<file path="config.mk">
export PLATFORM = sky130hd
export DESIGN_NAME = manipulator_mode_command_fsm
export DESIGN_NICKNAME = d
export VERILOG_FILES = /design/src/rtl/core/mmcf_pkg.sv /design/src/rtl/core/mmcf_csr.sv /design/src/rtl/core/mmcf_cmd.sv /design/src/rtl/core/manipulator_mode_command_fsm.sv
export VERILOG_INCLUDE_DIRS = /design/src /design/src/rtl/core
export SDC_FILE = /design/constraint.sdc
export NUM_CORES = 1
export LEC_CHECK = 0
export BUFFER_PORTS_ARGS = -buffer_cell sky130_fd_sc_hd__buf_2
export CAP_MARGIN = 15
export CORE_UTILIZATION = 62
export DETAILED_ROUTE_END_ITERATION = 8
export PLACE_DENSITY_LB_ADDON = 0.05
export SKIP_CTS_REPAIR_TIMING = 1
export SLEW_MARGIN = 20
export SYNTH_ARGS = -nofsm -noshare
export SYNTH_HDL_FRONTEND = slang
export SYNTH_SLANG_ARGS = --single-unit
</file>
<file path="constraint.sdc">
create_clock -name clock -period 8.03 [get_ports clock]
set_input_delay 2.0075 -clock clock [delete_from_list [all_inputs] [get_ports clock]]
set_output_delay 2.0075 -clock clock [all_outputs]
set_load 0.02 [all_outputs]
</file>
<file path="src/rtl/core/manipulator_mode_command_fsm_macros.svh">
// Assertion macros shared by the mode command block.
`ifndef MANIPULATOR_MODE_COMMAND_FSM_MACROS_SVH
`define MANIPULATOR_MODE_COMMAND_FSM_MACROS_SVH

`ifndef SYNTHESIS

// Same-cycle implication check.
`define MMCF_ASSERT_IMPLIES(label, clk, rst, ante, cons) \
   label: assert property (@(posedge clk) disable iff (rst) (ante) |-> (cons)) \
      else $error("same-cycle implication check failed");

// Next-cycle implication check.
`define MMCF_ASSERT_NEXT(label, clk, rst, ante, cons) \
   label: assert property (@(posedge clk) disable iff (rst) (ante) |=> (cons)) \
      else $error("next-cycle implication check failed");

`else

`define MMCF_ASSERT_IMPLIES(label, clk, rst, ante, cons)
`define MMCF_ASSERT_NEXT(label, clk, rst, ante, cons)

`endif

`endif

</file>
<file path="src/rtl/core/mmcf_pkg.sv">
// Types and constants for the manipulator mode command block.
`timescale 1ns / 1ps

package mmcf_pkg;

   localparam int CSR_IDX_W = 3;
   localparam int CSR_DATA_W = 16;

   // configuration register indexes
   localparam logic [CSR_IDX_W-1:0] CSR_AUTO_SPEED_DEFAULT = 3'd0;
   localparam logic [CSR_IDX_W-1:0] CSR_AUTO_SPEED_MIN     = 3'd1;
   localparam logic [CSR_IDX_W-1:0] CSR_AUTO_SPEED_MAX     = 3'd2;
   localparam logic [CSR_IDX_W-1:0] CSR_MANUAL_SPEED       = 3'd3;
   localparam logic [CSR_IDX_W-1:0] CSR_MANUAL_ACCEL_TIME  = 3'd4;
   localparam logic [CSR_IDX_W-1:0] CSR_MANUAL_DECEL_TIME  = 3'd5;
   localparam logic [CSR_IDX_W-1:0] CSR_AUTO_ACCEL_TIME    = 3'd6;
   localparam logic [CSR_IDX_W-1:0] CSR_AUTO_DECEL_TIME    = 3'd7;

   // arbiter mode codes
   localparam logic [2:0] MODE_MANUAL = 3'd2;
   localparam logic [2:0] MODE_AUTO   = 3'd3;
   localparam logic [2:0] MODE_ERROR  = 3'd4;

   // arm state codes
   localparam logic [2:0] ST_BOOT       = 3'd0;
   localparam logic [2:0] ST_IDLE       = 3'd1;
   localparam logic [2:0] ST_MANUAL     = 3'd2;
   localparam logic [2:0] ST_AUTO_HOLD  = 3'd3;
   localparam logic [2:0] ST_AUTO_GO    = 3'd4;
   localparam logic [2:0] ST_ERROR_SAFE = 3'd5;

   localparam logic signed [15:0] ANGLE_HOLD_CODE = 16'sd32767;
   localparam logic [15:0]        DRIVE_POWER_MW  = 16'd1000;

   typedef struct packed {
      logic [15:0] auto_speed_default;
      logic [15:0] auto_speed_min;
      logic [15:0] auto_speed_max;
      logic [15:0] manual_speed;
      logic [15:0] manual_accel_time;
      logic [15:0] manual_decel_time;
      logic [15:0] auto_accel_time;
      logic [15:0] auto_decel_time;
   } cfg_type;

   typedef struct packed {
      logic [2:0]          mode;
      logic                estop;
      logic                torque_req;
      logic signed [15:0]  target_angle;
      logic [15:0]         speed_req;
      logic                vision_fresh;
      logic                servo_moving;
      logic [31:0]         now_ms;
   } req_type;

   typedef struct packed {
      logic                torque_en;
      logic signed [15:0]  command_angle;
      logic [15:0]         command_speed;
      logic [15:0]         accel_time;
      logic [15:0]         decel_time;
      logic [15:0]         drive_power;
      logic [2:0]          arm_state;
      logic [31:0]         state_entry_time;
   } rsp_type;

endpackage

</file>
<file path="src/rtl/core/mmcf_csr.sv">
// Configuration register file of the mode command block.
`timescale 1ns / 1ps

module mmcf_csr
   import mmcf_pkg::*;
(
   input  logic                  clock,
   input  logic                  reset,
   input  logic                  wen,
   input  logic [CSR_IDX_W-1:0]  index,
   input  logic [CSR_DATA_W-1:0] wdata,
   output cfg_type               cfg
);

   cfg_type cfg_ff;
   cfg_type cfg_in;

   always_comb begin
      cfg_in = cfg_ff;
      if (wen) begin
         unique case (index)
            CSR_AUTO_SPEED_DEFAULT: cfg_in.auto_speed_default = wdata;
            CSR_AUTO_SPEED_MIN:     cfg_in.auto_speed_min     = wdata;
            CSR_AUTO_SPEED_MAX:     cfg_in.auto_speed_max     = wdata;
            CSR_MANUAL_SPEED:       cfg_in.manual_speed       = wdata;
            CSR_MANUAL_ACCEL_TIME:  cfg_in.manual_accel_time  = wdata;
            CSR_MANUAL_DECEL_TIME:  cfg_in.manual_decel_time  = wdata;
            CSR_AUTO_ACCEL_TIME:    cfg_in.auto_accel_time    = wdata;
            CSR_AUTO_DECEL_TIME:    cfg_in.auto_decel_time    = wdata;
            default:                cfg_in = cfg_ff;
         endcase
      end
   end

   always_ff @(posedge clock) begin
      if (reset) begin
         cfg_ff.auto_speed_default <= 16'd30;
         cfg_ff.auto_speed_min     <= 16'd5;
         cfg_ff.auto_speed_max     <= 16'd90;
         cfg_ff.manual_speed       <= 16'd60;
         cfg_ff.manual_accel_time  <= 16'd100;
         cfg_ff.manual_decel_time  <= 16'd100;
         cfg_ff.auto_accel_time    <= 16'd200;
         cfg_ff.auto_decel_time    <= 16'd200;
      end else begin
         cfg_ff <= cfg_in;
      end
   end

   assign cfg = cfg_ff;

endmodule

</file>
<file path="src/rtl/core/mmcf_cmd.sv">
// Arm state registers and the command decode for one request.
`timescale 1ns / 1ps
`include "manipulator_mode_command_fsm_macros.svh"

module mmcf_cmd
   import mmcf_pkg::*;
(
   input  logic    clock,
   input  logic    reset,
   input  cfg_type cfg,
   input  req_type req,
   input  logic    advance,
   output rsp_type result
);

   logic [2:0]         state_ff;
   logic [2:0]         state_in;
   logic [31:0]        entry_time_ff;
   logic [31:0]        entry_time_in;
   logic signed [15:0] last_angle_ff;
   logic signed [15:0] last_angle_in;

   logic        fault;
   logic        is_hold;
   logic [15:0] speed_raised;
   logic [15:0] speed_clamped;
   logic [15:0] auto_speed;
   logic        state_change;
   logic        stamp_due;
   logic        quiet_state;
   logic        quiet_cmd;

   assign fault   = req.estop || (req.mode == MODE_ERROR);
   assign is_hold = (req.target_angle == ANGLE_HOLD_CODE);

   // raise to min first, then cap at max; max wins when the limits cross
   assign speed_raised  = (req.speed_req < cfg.auto_speed_min) ?
                          cfg.auto_speed_min : req.speed_req;
   assign speed_clamped = (speed_raised > cfg.auto_speed_max) ?
                          cfg.auto_speed_max : speed_raised;
   assign auto_speed    = (req.speed_req == 16'd0) ?
                          cfg.auto_speed_default : speed_clamped;

   always_comb begin
      state_in              = state_ff;
      last_angle_in         = last_angle_ff;
      result.torque_en      = 1'b0;
      result.command_speed  = 16'd0;
      result.accel_time     = 16'd0;
      result.decel_time     = 16'd0;
      result.drive_power    = 16'd0;
      if (fault) begin
         state_in = ST_ERROR_SAFE;
      end else begin
         unique case (req.mode)
            MODE_MANUAL: begin
               state_in             = ST_MANUAL;
               result.torque_en     = req.torque_req;
               result.command_speed = cfg.manual_speed;
               result.accel_time    = cfg.manual_accel_time;
               result.decel_time    = cfg.manual_decel_time;
               result.drive_power   = DRIVE_POWER_MW;
               if (!is_hold) begin
                  last_angle_in = req.target_angle;
               end
            end
            MODE_AUTO: begin
               result.torque_en     = req.torque_req;
               result.command_speed = auto_speed;
               result.accel_time    = cfg.auto_accel_time;
               result.decel_time    = cfg.auto_decel_time;
               result.drive_power   = DRIVE_POWER_MW;
               if (req.vision_fresh && !is_hold) begin
                  last_angle_in = req.target_angle;
                  state_in      = req.servo_moving ? ST_AUTO_GO : ST_AUTO_HOLD;
               end else begin
                  state_in = ST_AUTO_HOLD;
               end
            end
            default: begin
               // init, idle and undefined modes all settle in idle
               state_in = ST_IDLE;
            end
         endcase
      end
      // recovery through idle happens at the same tick, so only the final
      // state matters for the entry time
      state_change            = (state_in != state_ff);
      entry_time_in           = state_change ? req.now_ms : entry_time_ff;
      result.command_angle    = last_angle_in;
      result.arm_state        = state_in;
      result.state_entry_time = entry_time_in;
   end

   always_ff @(posedge clock) begin
      if (reset) begin
         state_ff      <= ST_BOOT;
         entry_time_ff <= 32'd0;
         last_angle_ff <= 16'sd0;
      end else if (advance) begin
         state_ff      <= state_in;
         entry_time_ff <= entry_time_in;
         last_angle_ff <= last_angle_in;
      end
   end

   assign stamp_due   = advance && state_change;
   assign quiet_state = (state_in == ST_ERROR_SAFE) || (state_in == ST_IDLE);
   assign quiet_cmd   = !result.torque_en && (result.drive_power == 16'd0);

   `MMCF_ASSERT_NEXT(a_fault_to_safe, clock, reset, advance && fault, state_ff == ST_ERROR_SAFE)
   `MMCF_ASSERT_NEXT(a_no_boot_after_req, clock, reset, advance, state_ff != ST_BOOT)
   `MMCF_ASSERT_NEXT(a_entry_stamp, clock, reset, stamp_due, entry_time_ff == $past(req.now_ms))
   `MMCF_ASSERT_IMPLIES(a_safe_no_torque, clock, reset, quiet_state, quiet_cmd)

endmodule

</file>
<file path="src/rtl/core/manipulator_mode_command_fsm.sv">
// Top level of the manipulator mode command block.
`timescale 1ns / 1ps

// Turns one arbiter request per cycle into one servo motion command plus the
// arm state and the tick at which that state was entered. A request is taken
// into an input register, decoded combinationally against the arm state
// registers, and the command lands in a result register; a new request is
// taken every cycle while the result side keeps up. The arm state, entry
// tick and last angle update as a request leaves the input register.
// Configuration writes take effect on the next cycle.
module manipulator_mode_command_fsm
   import mmcf_pkg::*;
(
   input  logic                  clock,
   input  logic                  reset,

   input  logic                  csr_wen,
   input  logic [CSR_IDX_W-1:0]  csr_index,
   input  logic [CSR_DATA_W-1:0] csr_wdata,

   input  logic                  req_valid,
   output logic                  req_ready,
   input  logic [2:0]            req_mode,
   input  logic                  req_estop,
   input  logic                  req_torque_req,
   input  logic signed [15:0]    req_target_angle,
   input  logic [15:0]           req_speed_req,
   input  logic                  req_vision_fresh,
   input  logic                  req_servo_moving,
   input  logic [31:0]           req_now_ms,

   output logic                  rsp_valid,
   input  logic                  rsp_ready,
   output logic                  rsp_torque_en,
   output logic signed [15:0]    rsp_command_angle,
   output logic [15:0]           rsp_command_speed,
   output logic [15:0]           rsp_accel_time,
   output logic [15:0]           rsp_decel_time,
   output logic [15:0]           rsp_drive_power,
   output logic [2:0]            rsp_arm_state,
   output logic [31:0]           rsp_state_entry_time
);

   cfg_type cfg;
   req_type req_ff;
   req_type req_in;
   logic    req_valid_ff;
   logic    req_valid_in;
   rsp_type rsp_ff;
   rsp_type rsp_in;
   rsp_type result;
   logic    rsp_valid_ff;
   logic    rsp_valid_in;
   logic    advance;
   logic    take;

   mmcf_csr u_csr (
      .clock (clock),
      .reset (reset),
      .wen   (csr_wen),
      .index (csr_index),
      .wdata (csr_wdata),
      .cfg   (cfg)
   );

   mmcf_cmd u_cmd (
      .clock   (clock),
      .reset   (reset),
      .cfg     (cfg),
      .req     (req_ff),
      .advance (advance),
      .result  (result)
   );

   assign advance   = req_valid_ff && (!rsp_valid_ff || rsp_ready);
   assign req_ready = !req_valid_ff || advance;
   assign take      = req_valid && req_ready;

   always_comb begin
      req_in       = req_ff;
      req_valid_in = req_valid_ff;
      if (take) begin
         req_in.mode           = req_mode;
         req_in.estop          = req_estop;
         req_in.torque_req     = req_torque_req;
         req_in.target_angle   = req_target_angle;
         req_in.speed_req      = req_speed_req;
         req_in.vision_fresh   = req_vision_fresh;
         req_in.servo_moving   = req_servo_moving;
         req_in.now_ms         = req_now_ms;
         req_valid_in          = 1'b1;
      end else if (advance) begin
         req_valid_in = 1'b0;
      end
   end

   always_comb begin
      rsp_in       = rsp_ff;
      rsp_valid_in = rsp_valid_ff;
      if (advance) begin
         rsp_in       = result;
         rsp_valid_in = 1'b1;
      end else if (rsp_ready) begin
         rsp_valid_in = 1'b0;
      end
   end

   always_ff @(posedge clock) begin
      if (reset) begin
         req_valid_ff <= 1'b0;
         rsp_valid_ff <= 1'b0;
      end else begin
         req_valid_ff <= req_valid_in;
         rsp_valid_ff <= rsp_valid_in;
      end
   end

   always_ff @(posedge clock) begin
      req_ff <= req_in;
      rsp_ff <= rsp_in;
   end

   assign rsp_valid            = rsp_valid_ff;
   assign rsp_torque_en        = rsp_ff.torque_en;
   assign rsp_command_angle    = rsp_ff.command_angle;
   assign rsp_command_speed    = rsp_ff.command_speed;
   assign rsp_accel_time       = rsp_ff.accel_time;
   assign rsp_decel_time       = rsp_ff.decel_time;
   assign rsp_drive_power      = rsp_ff.drive_power;
   assign rsp_arm_state        = rsp_ff.arm_state;
   assign rsp_state_entry_time = rsp_ff.state_entry_time;

endmodule

</file>
==> After elaboration in Yosys (flattened, before gate mapping) <==
Index checks and enable logic that the tools add are counted.
{ "totals": {"wordCells": 84, "output_inout_bits": 118, "input_bits": 95, "reg_bits": 368} }
{ "op_classes": {"n_mux": 17, "n_reduce_logical": 23, "bitwise": 1, "order_cmp": 2, "n_eq_ne": 12} }
{ "op_table": {"columns": ["op", "count"], "rows": [
  ["one-hot mux 64 bit (2 select lines)", 1],
  ["2-to-1 mux 16 bit", 6],
  ["2-to-1 mux 32 bit", 1],
  ["one-hot mux 16 bit (2 select lines)", 1],
  ["equality test 16 bit (second input constant)", 1],
  ["> comparator 16 bit", 1],
  ["zero test 16 bit", 1],
  ["< comparator 16 bit", 1],
  ["AND reduction 2 bit", 8],
  ["equality test 3 bit (second input constant)", 5],
  ["equality test 3 x 2 -> 1 bit (second input constant)", 4],
  ["2-to-1 mux 3 bit", 3],
  ["one-hot mux 3 bit (2 select lines)", 1],
  ["2-to-1 mux 1 bit", 4],
  ["nonzero test 2 bit", 2],
  ["OR reduction 2 bit", 2],
  ["equality test 3 x 1 -> 1 bit (second input constant)", 1],
  ["logical AND 1 bit", 3],
  ["zero test 1 bit", 3],
  ["zero test 3 bit", 1],
  ["logical OR 1 bit", 3],
  ["!= test 3 bit", 1],
  ["inverter 1 bit", 1]
]} }

==> Logic depth before layout (Yosys ltp) <==
{ "logic_depth": {"depth_word": 8, "ltp_mapped": 18, "mapped_depth_nobuf": 15} }

==> By module <==
A second synthesis with hierarchy kept.
{ "hier_totals": {"hier_cells": 1290, "hier_area_um2": 15785.1} }
{ "modules_own_cells": {"columns": ["module", "area_per_inst_um2", "n_inst", "seq_area_each_um2", "cells_per_inst"], "rows": [
  ["manipulator_mode_command_fsm", 5719.2, 1, 5655.4, 197],
  ["mmcf_cmd", 5054.8, 1, 1021.0, 633],
  ["mmcf_csr", 5011.1, 1, 2562.5, 460]
]} }

==> Least setup slack after synthesis <==
OpenSTA, ideal clock, no wires.
{ "synth_timing": {"path_kind": "input to register", "start": "in rsp_ready", "end": "reg u_cmd.last_angle_ff[10]", "path_buffers": 1, "slack_ps": 2518, "required_time_ps": 7913, "stages": 6, "setup_ps": 117, "arrival_ps": 5395, "path_cell_list": "nor2b_1 > nand2b_1 > inv_1 > a21oi_1 > clkbuf_1 > a22o_1"} }
{ "synth_via": {"elab_chain_cells": 2} }
{ "synth_lines": {"columns": ["item", "line", "rtl"], "rows": [
  ["start: declaration", "manipulator_mode_command_fsm.sv:33", "input logic rsp_ready,"],
  ["logical OR 1 bit", "manipulator_mode_command_fsm.sv:75", "assign advance = req_valid_ff && (!rsp_valid_ff || rsp_ready);"],
  ["logical AND 1 bit", "manipulator_mode_command_fsm.sv:75", null],
  ["via advance", "manipulator_mode_command_fsm.sv:54", "logic advance;"],
  ["end signal: assignment", "mmcf_cmd.sv:103", "last_angle_ff <= last_angle_in;"],
  ["end: declaration", "mmcf_cmd.sv:20", "logic signed [15:0] last_angle_ff;"]
]} }
The timed path passes the listed nets, and every way through them passes these cells.
A chain may end at the register's enable or synchronous reset.

==> Worst setup path after layout <==
{ "layout_timing": {"start": "reg req_ff[35] (netlist name)", "end": "reg rsp_ff, in the netlist rsp_command_speed[0] (data pin)"} }
{ "layout_via": {"elab_chain_cells": 6, "elab_cells_between_ends": 7, "cone_classes": "order compare: 2; mux: 4; reduce/logical: 1"} }
{ "layout_lines": {"columns": ["item", "line", "rtl"], "rows": [
  ["start: declaration", "manipulator_mode_command_fsm.sv:45", "req_type req_ff;"],
  ["start signal: assignment", "manipulator_mode_command_fsm.sv:119", "req_ff <= req_in;"],
  ["< comparator 16 bit", "mmcf_cmd.sv:37", "assign speed_raised = (req.speed_req < cfg.auto_speed_min) ?"],
  ["2-to-1 mux 16 bit", "mmcf_cmd.sv:37", null],
  ["> comparator 16 bit", "mmcf_cmd.sv:39", "assign speed_clamped = (speed_raised > cfg.auto_speed_max) ?"],
  ["2-to-1 mux 16 bit", "mmcf_cmd.sv:39", null],
  ["2-to-1 mux 16 bit (*)", "mmcf_cmd.sv:41", "assign auto_speed = (req.speed_req == 16'd0) ?"],
  ["one-hot mux 64 bit (2 select lines) (*)", "mmcf_cmd.sv:55", "unique case (req.mode)"],
  ["end signal: assignment", "manipulator_mode_command_fsm.sv:120", "rsp_ff <= rsp_in;"],
  ["end: declaration", "manipulator_mode_command_fsm.sv:49", "rsp_type rsp_ff;"]
]} }
Mark *: on every way between the ends. The rest lies on a longest branch, timed or not.

==> results by group <==
Run status
  • Status: completed

Clock network
  • Root Buffer Master: clkbuf_16
  • CTS Sinks: 353
  • Max Root-Sink Buffers: 3
  • CTS tree: built
  • CTS buffer count: 37
  • Worst-path clk slew: 0.06 ns
  • Clk_lat worst skew: 0.52 ns
  • Htree depth: 2

GRT
  • Number of global-route vias before repair: 10.2k
  • Total gr overflow: 0
  • First-pass GRT wire length: 52400 um
  • GRT Util Overall: 0.274
  • Initial antenna violation count: 2
  • Pin count of the biggest net entering global routing: 95

Routing
  • Via density: 5.61
  • Starting DRC count in detailed routing: 610
  • WL/cell: 17.6 um
  • Residual DRC count: 0
  • DR top layer: met5
  • DR pass1 iterations: 5
  • Wl on met1: 14200 um
  • Via count: 10.8k
  • Metal2 WL: 16500 um
  • Routed Wire Length: 33800 um
  • Met3 WL post-DR: 2160 um
  • Routed Antenna Nets: 0

Setup path
  • CP Class: flip-flop to flip-flop
  • CP Launch Point: req_ff[35]$_DFFE_PP_
  • CP Capture Point: rsp_command_speed[0]$_SDFFCE_PP0P_
  • CP max-delay cell: a211o_1
  • CP Capture Type: flip-flop
  • CP required: 8.38 ns
  • CP cell instances: ha_1, a2111oi_0, o311ai_1, a211o_1, mux2_2, ha_1, nor2b_1, o211ai_1, a21oi_1, o31ai_1, a21oi_4, mux2_2, a31oi_1
  • Crit-path max cell delay: 0.61 ns
  • Crit path DAT: 4.95 ns
  • Critical path fanouts, max: 16
  • Flop-to-flop setup slack: 3.43 ns
  • Reg2Reg Depth: 13
  • CP Launch Type: flip-flop
  • RR Startpoint: req_ff[35]$_DFFE_PP_
  • R2r endpoint: rsp_command_speed[0]$_SDFFCE_PP0P_

Place
  • Hpwl dp: 21500 um
  • PortBufs: 202
  • GP Congestion: 0.883

Power and ir drop
  • Tot Pwr: 0.00403 W
  • VDD IR max: 0.176 mV
  • PD cells: 236 nW/um2
  • Leak pwr: 6.42 nW

Synth
  • Seq cells post-synth: 353
  • Simple-Gate Fraction of Synth Area: 0.145
  • Area contributors post-synth: edfxtp_1 35%, dfxtp_1 24%, nand2_1 8.2%
  • Main combinational cell family by area after synthesis: simple AND/OR/NAND/NOR gates
  • Count of cell types in the netlist: 48
  • Post-Synth Adder-Cell Area: 0.0262
  • Share of the synthesized area in the top cell type: 0.349
  • Ys async rst share: 0
  • Post-Syn Area: 14800 um2
  • Yosys top cell by area: edfxtp_1
  • Sequential cell area fraction in the yosys report: 0.594
  • Avg Cell Area, Syn: 10.5 um2
  • Compound-Gate Fraction of Synth Area: 0.0938
  • EDFF count, synth: 172
  • Warnings from Yosys: 0
  • Synthesized instance count: 1416
  • Top_reg_cell synth: dfxtp_1
  • XOR/XNOR Fraction of Synth Area: 0.000592
  • Proportion of synthesized area in mux cells: 0.0921

Floorplan
  • Die Y: 157 um
  • Die area: 24500 um2
  • I/O pin total: 213
  • Row count: 56
  • Chip Width: 157 um
  • Total core area: 23500 um2
  • Initial core utilization: 0.630

STA
  • Worst slew margin: 0.310
  • Tightest Pin Transition: 1.03 ns
  • Endpoints failing setup: 0
  • Slew Limit Fails: 0
  • Min Hold Slack: 0.455 ns
  • Fmax: 0.217 GHz
  • Total negative setup slack: 0 ns
  • Fin. Hold Viols: 0
  • RSZ-0062 raised after global routing: false
  • Skew final: 0.0157 ns
  • Tmin final: 4.60 ns
  • Part of the cycle the worst path needs: 0.573

Finish
  • Most common cell after layout, fill and taps aside: nand2_1
  • Final #Nets: 1703
  • Layout cells sized above 1: 0.208
  • Commonest non-fill, non-tap cells in the layout: 325 x nand2_1, 201 x buf_2, 181 x dfxtp_1, 172 x edfxtp_1, 132 x a21oi_1
  • Area growth, synth to finish: 15.3%

Worst hold path
  • Hold Crit Start: u_csr.cfg[48]$_SDFFE_PP0P_
  • Worst min path class: flip-flop to flip-flop

Job
  • Max Cap Viol: 0
[how the worst min path moves through the flow]
stage | end | slack, ns | depth (start not counted)
after floorplan | u_cmd.last_angle_ff[15]$_SDFFE_PP0P_ | 0.43 | 2
after global placement | u_cmd.last_angle_ff[15]$_SDFFE_PP0P_ | 0.44 | 2
after detailed placement | u_csr.cfg[48]$_SDFFE_PP0P_ | 0.45 | 2
after CTS | u_csr.cfg[48]$_SDFFE_PP0P_ | 0.45 | 2
after global routing | u_csr.cfg[31]$_SDFFE_PP0P_ | 0.47 | 2
final | u_csr.cfg[48]$_SDFFE_PP0P_ | 0.46 | 2
[per-layer routing]
metal,up-vias,track usage
met3,73,0.0485
met1,5152,0.351
li1,5200,-
met4,2,0.0920
met2,376,0.470
met5,-,0
[Yosys cell counts, types with 2 or more instances]
cell	instances
nor4_1	8
nand3b_1	22
a22o_1	15
nor3_1	7
and2_1	3
ha_1	31
o31ai_1	2
edfxtp_1	172
buf_2	6
nand2b_1	6
a21o_1	2
buf_4	18
nor2_1	105
nand2_1	325
a21oi_1	134
o211ai_1	17
nand4_1	13
o21ai_0	35
nand3_1	10
mux2i_1	81
clkbuf_2	16
buf_1	3
nor2b_1	6
mux2_2	48
dfxtp_1	181
inv_1	48
clkbuf_1	58
buf_12	3
a31oi_1	17
a211o_1	6
[critical path, delay by kind of cell (launching register included)]
family / cells / cell delay (ns)
flops: 1 / 0.41
mux: 2 / 0.81
compound gates: 8 / 2.52
fa+ha+maj: 2 / 0.57
simple gates: 1 / 0.13
[through the flow]
stage | setup WS [ns] | cell area, um2 | utilization | cells
CTS | 3.17 | 17100 | 0.726 | 1925
finish | 3.43 | 17100 | 0.727 | 1926
global route | 3.15 | 17100 | 0.727 | 1926
global placement | 3.34 | 15800 | 0.675 | 1857
detailed placement | 3.17 | 15900 | 0.675 | 1857
floorplan | 2.52 | 14800 | - | 1425
[state kept, by name, summed over array words and instances, names as in the netlist, 32 cells and up]
signal                flops
req_ff                   71
rsp_state_entry_time     32
u_cmd.entry_time_ff      32
u_csr.cfg               128
[final cells by class]
cell class              count  area [um2]
well taps                 319         399
multi-input cells         919        5360
inverters                  49         186
fillers                  1728        6410
clock buffers              63        1150
diodes                      1        2.50
repair buffers            217        1130
flip-flops and latches    353        8790
clock inverters             5        53.8
[power breakdown]
part / total (W) / internal (W) / switching, W
registers: 0.00201 / 0.00197 / 0.0000372
clock network: 0.00167 / 0.00100 / 0.000666
logic: 0.000349 / 0.000127 / 0.000222
[logic make-up (layout without fill, tap and decap cells)]
kind of cell | count (synthesis) | in the layout
and+or+nand+nor | 511 | 511
DFF | 353 | 353
AOI/OAI and AO/OA | 236 | 236
buffers and inverters | 153 | 334
muxes | 130 | 130
adders and majority gates | 31 | 31
other | 1 | 11
xor gates and xnor gates | 1 | 1
No activity file was read; power rests on OpenSTA's default activity.
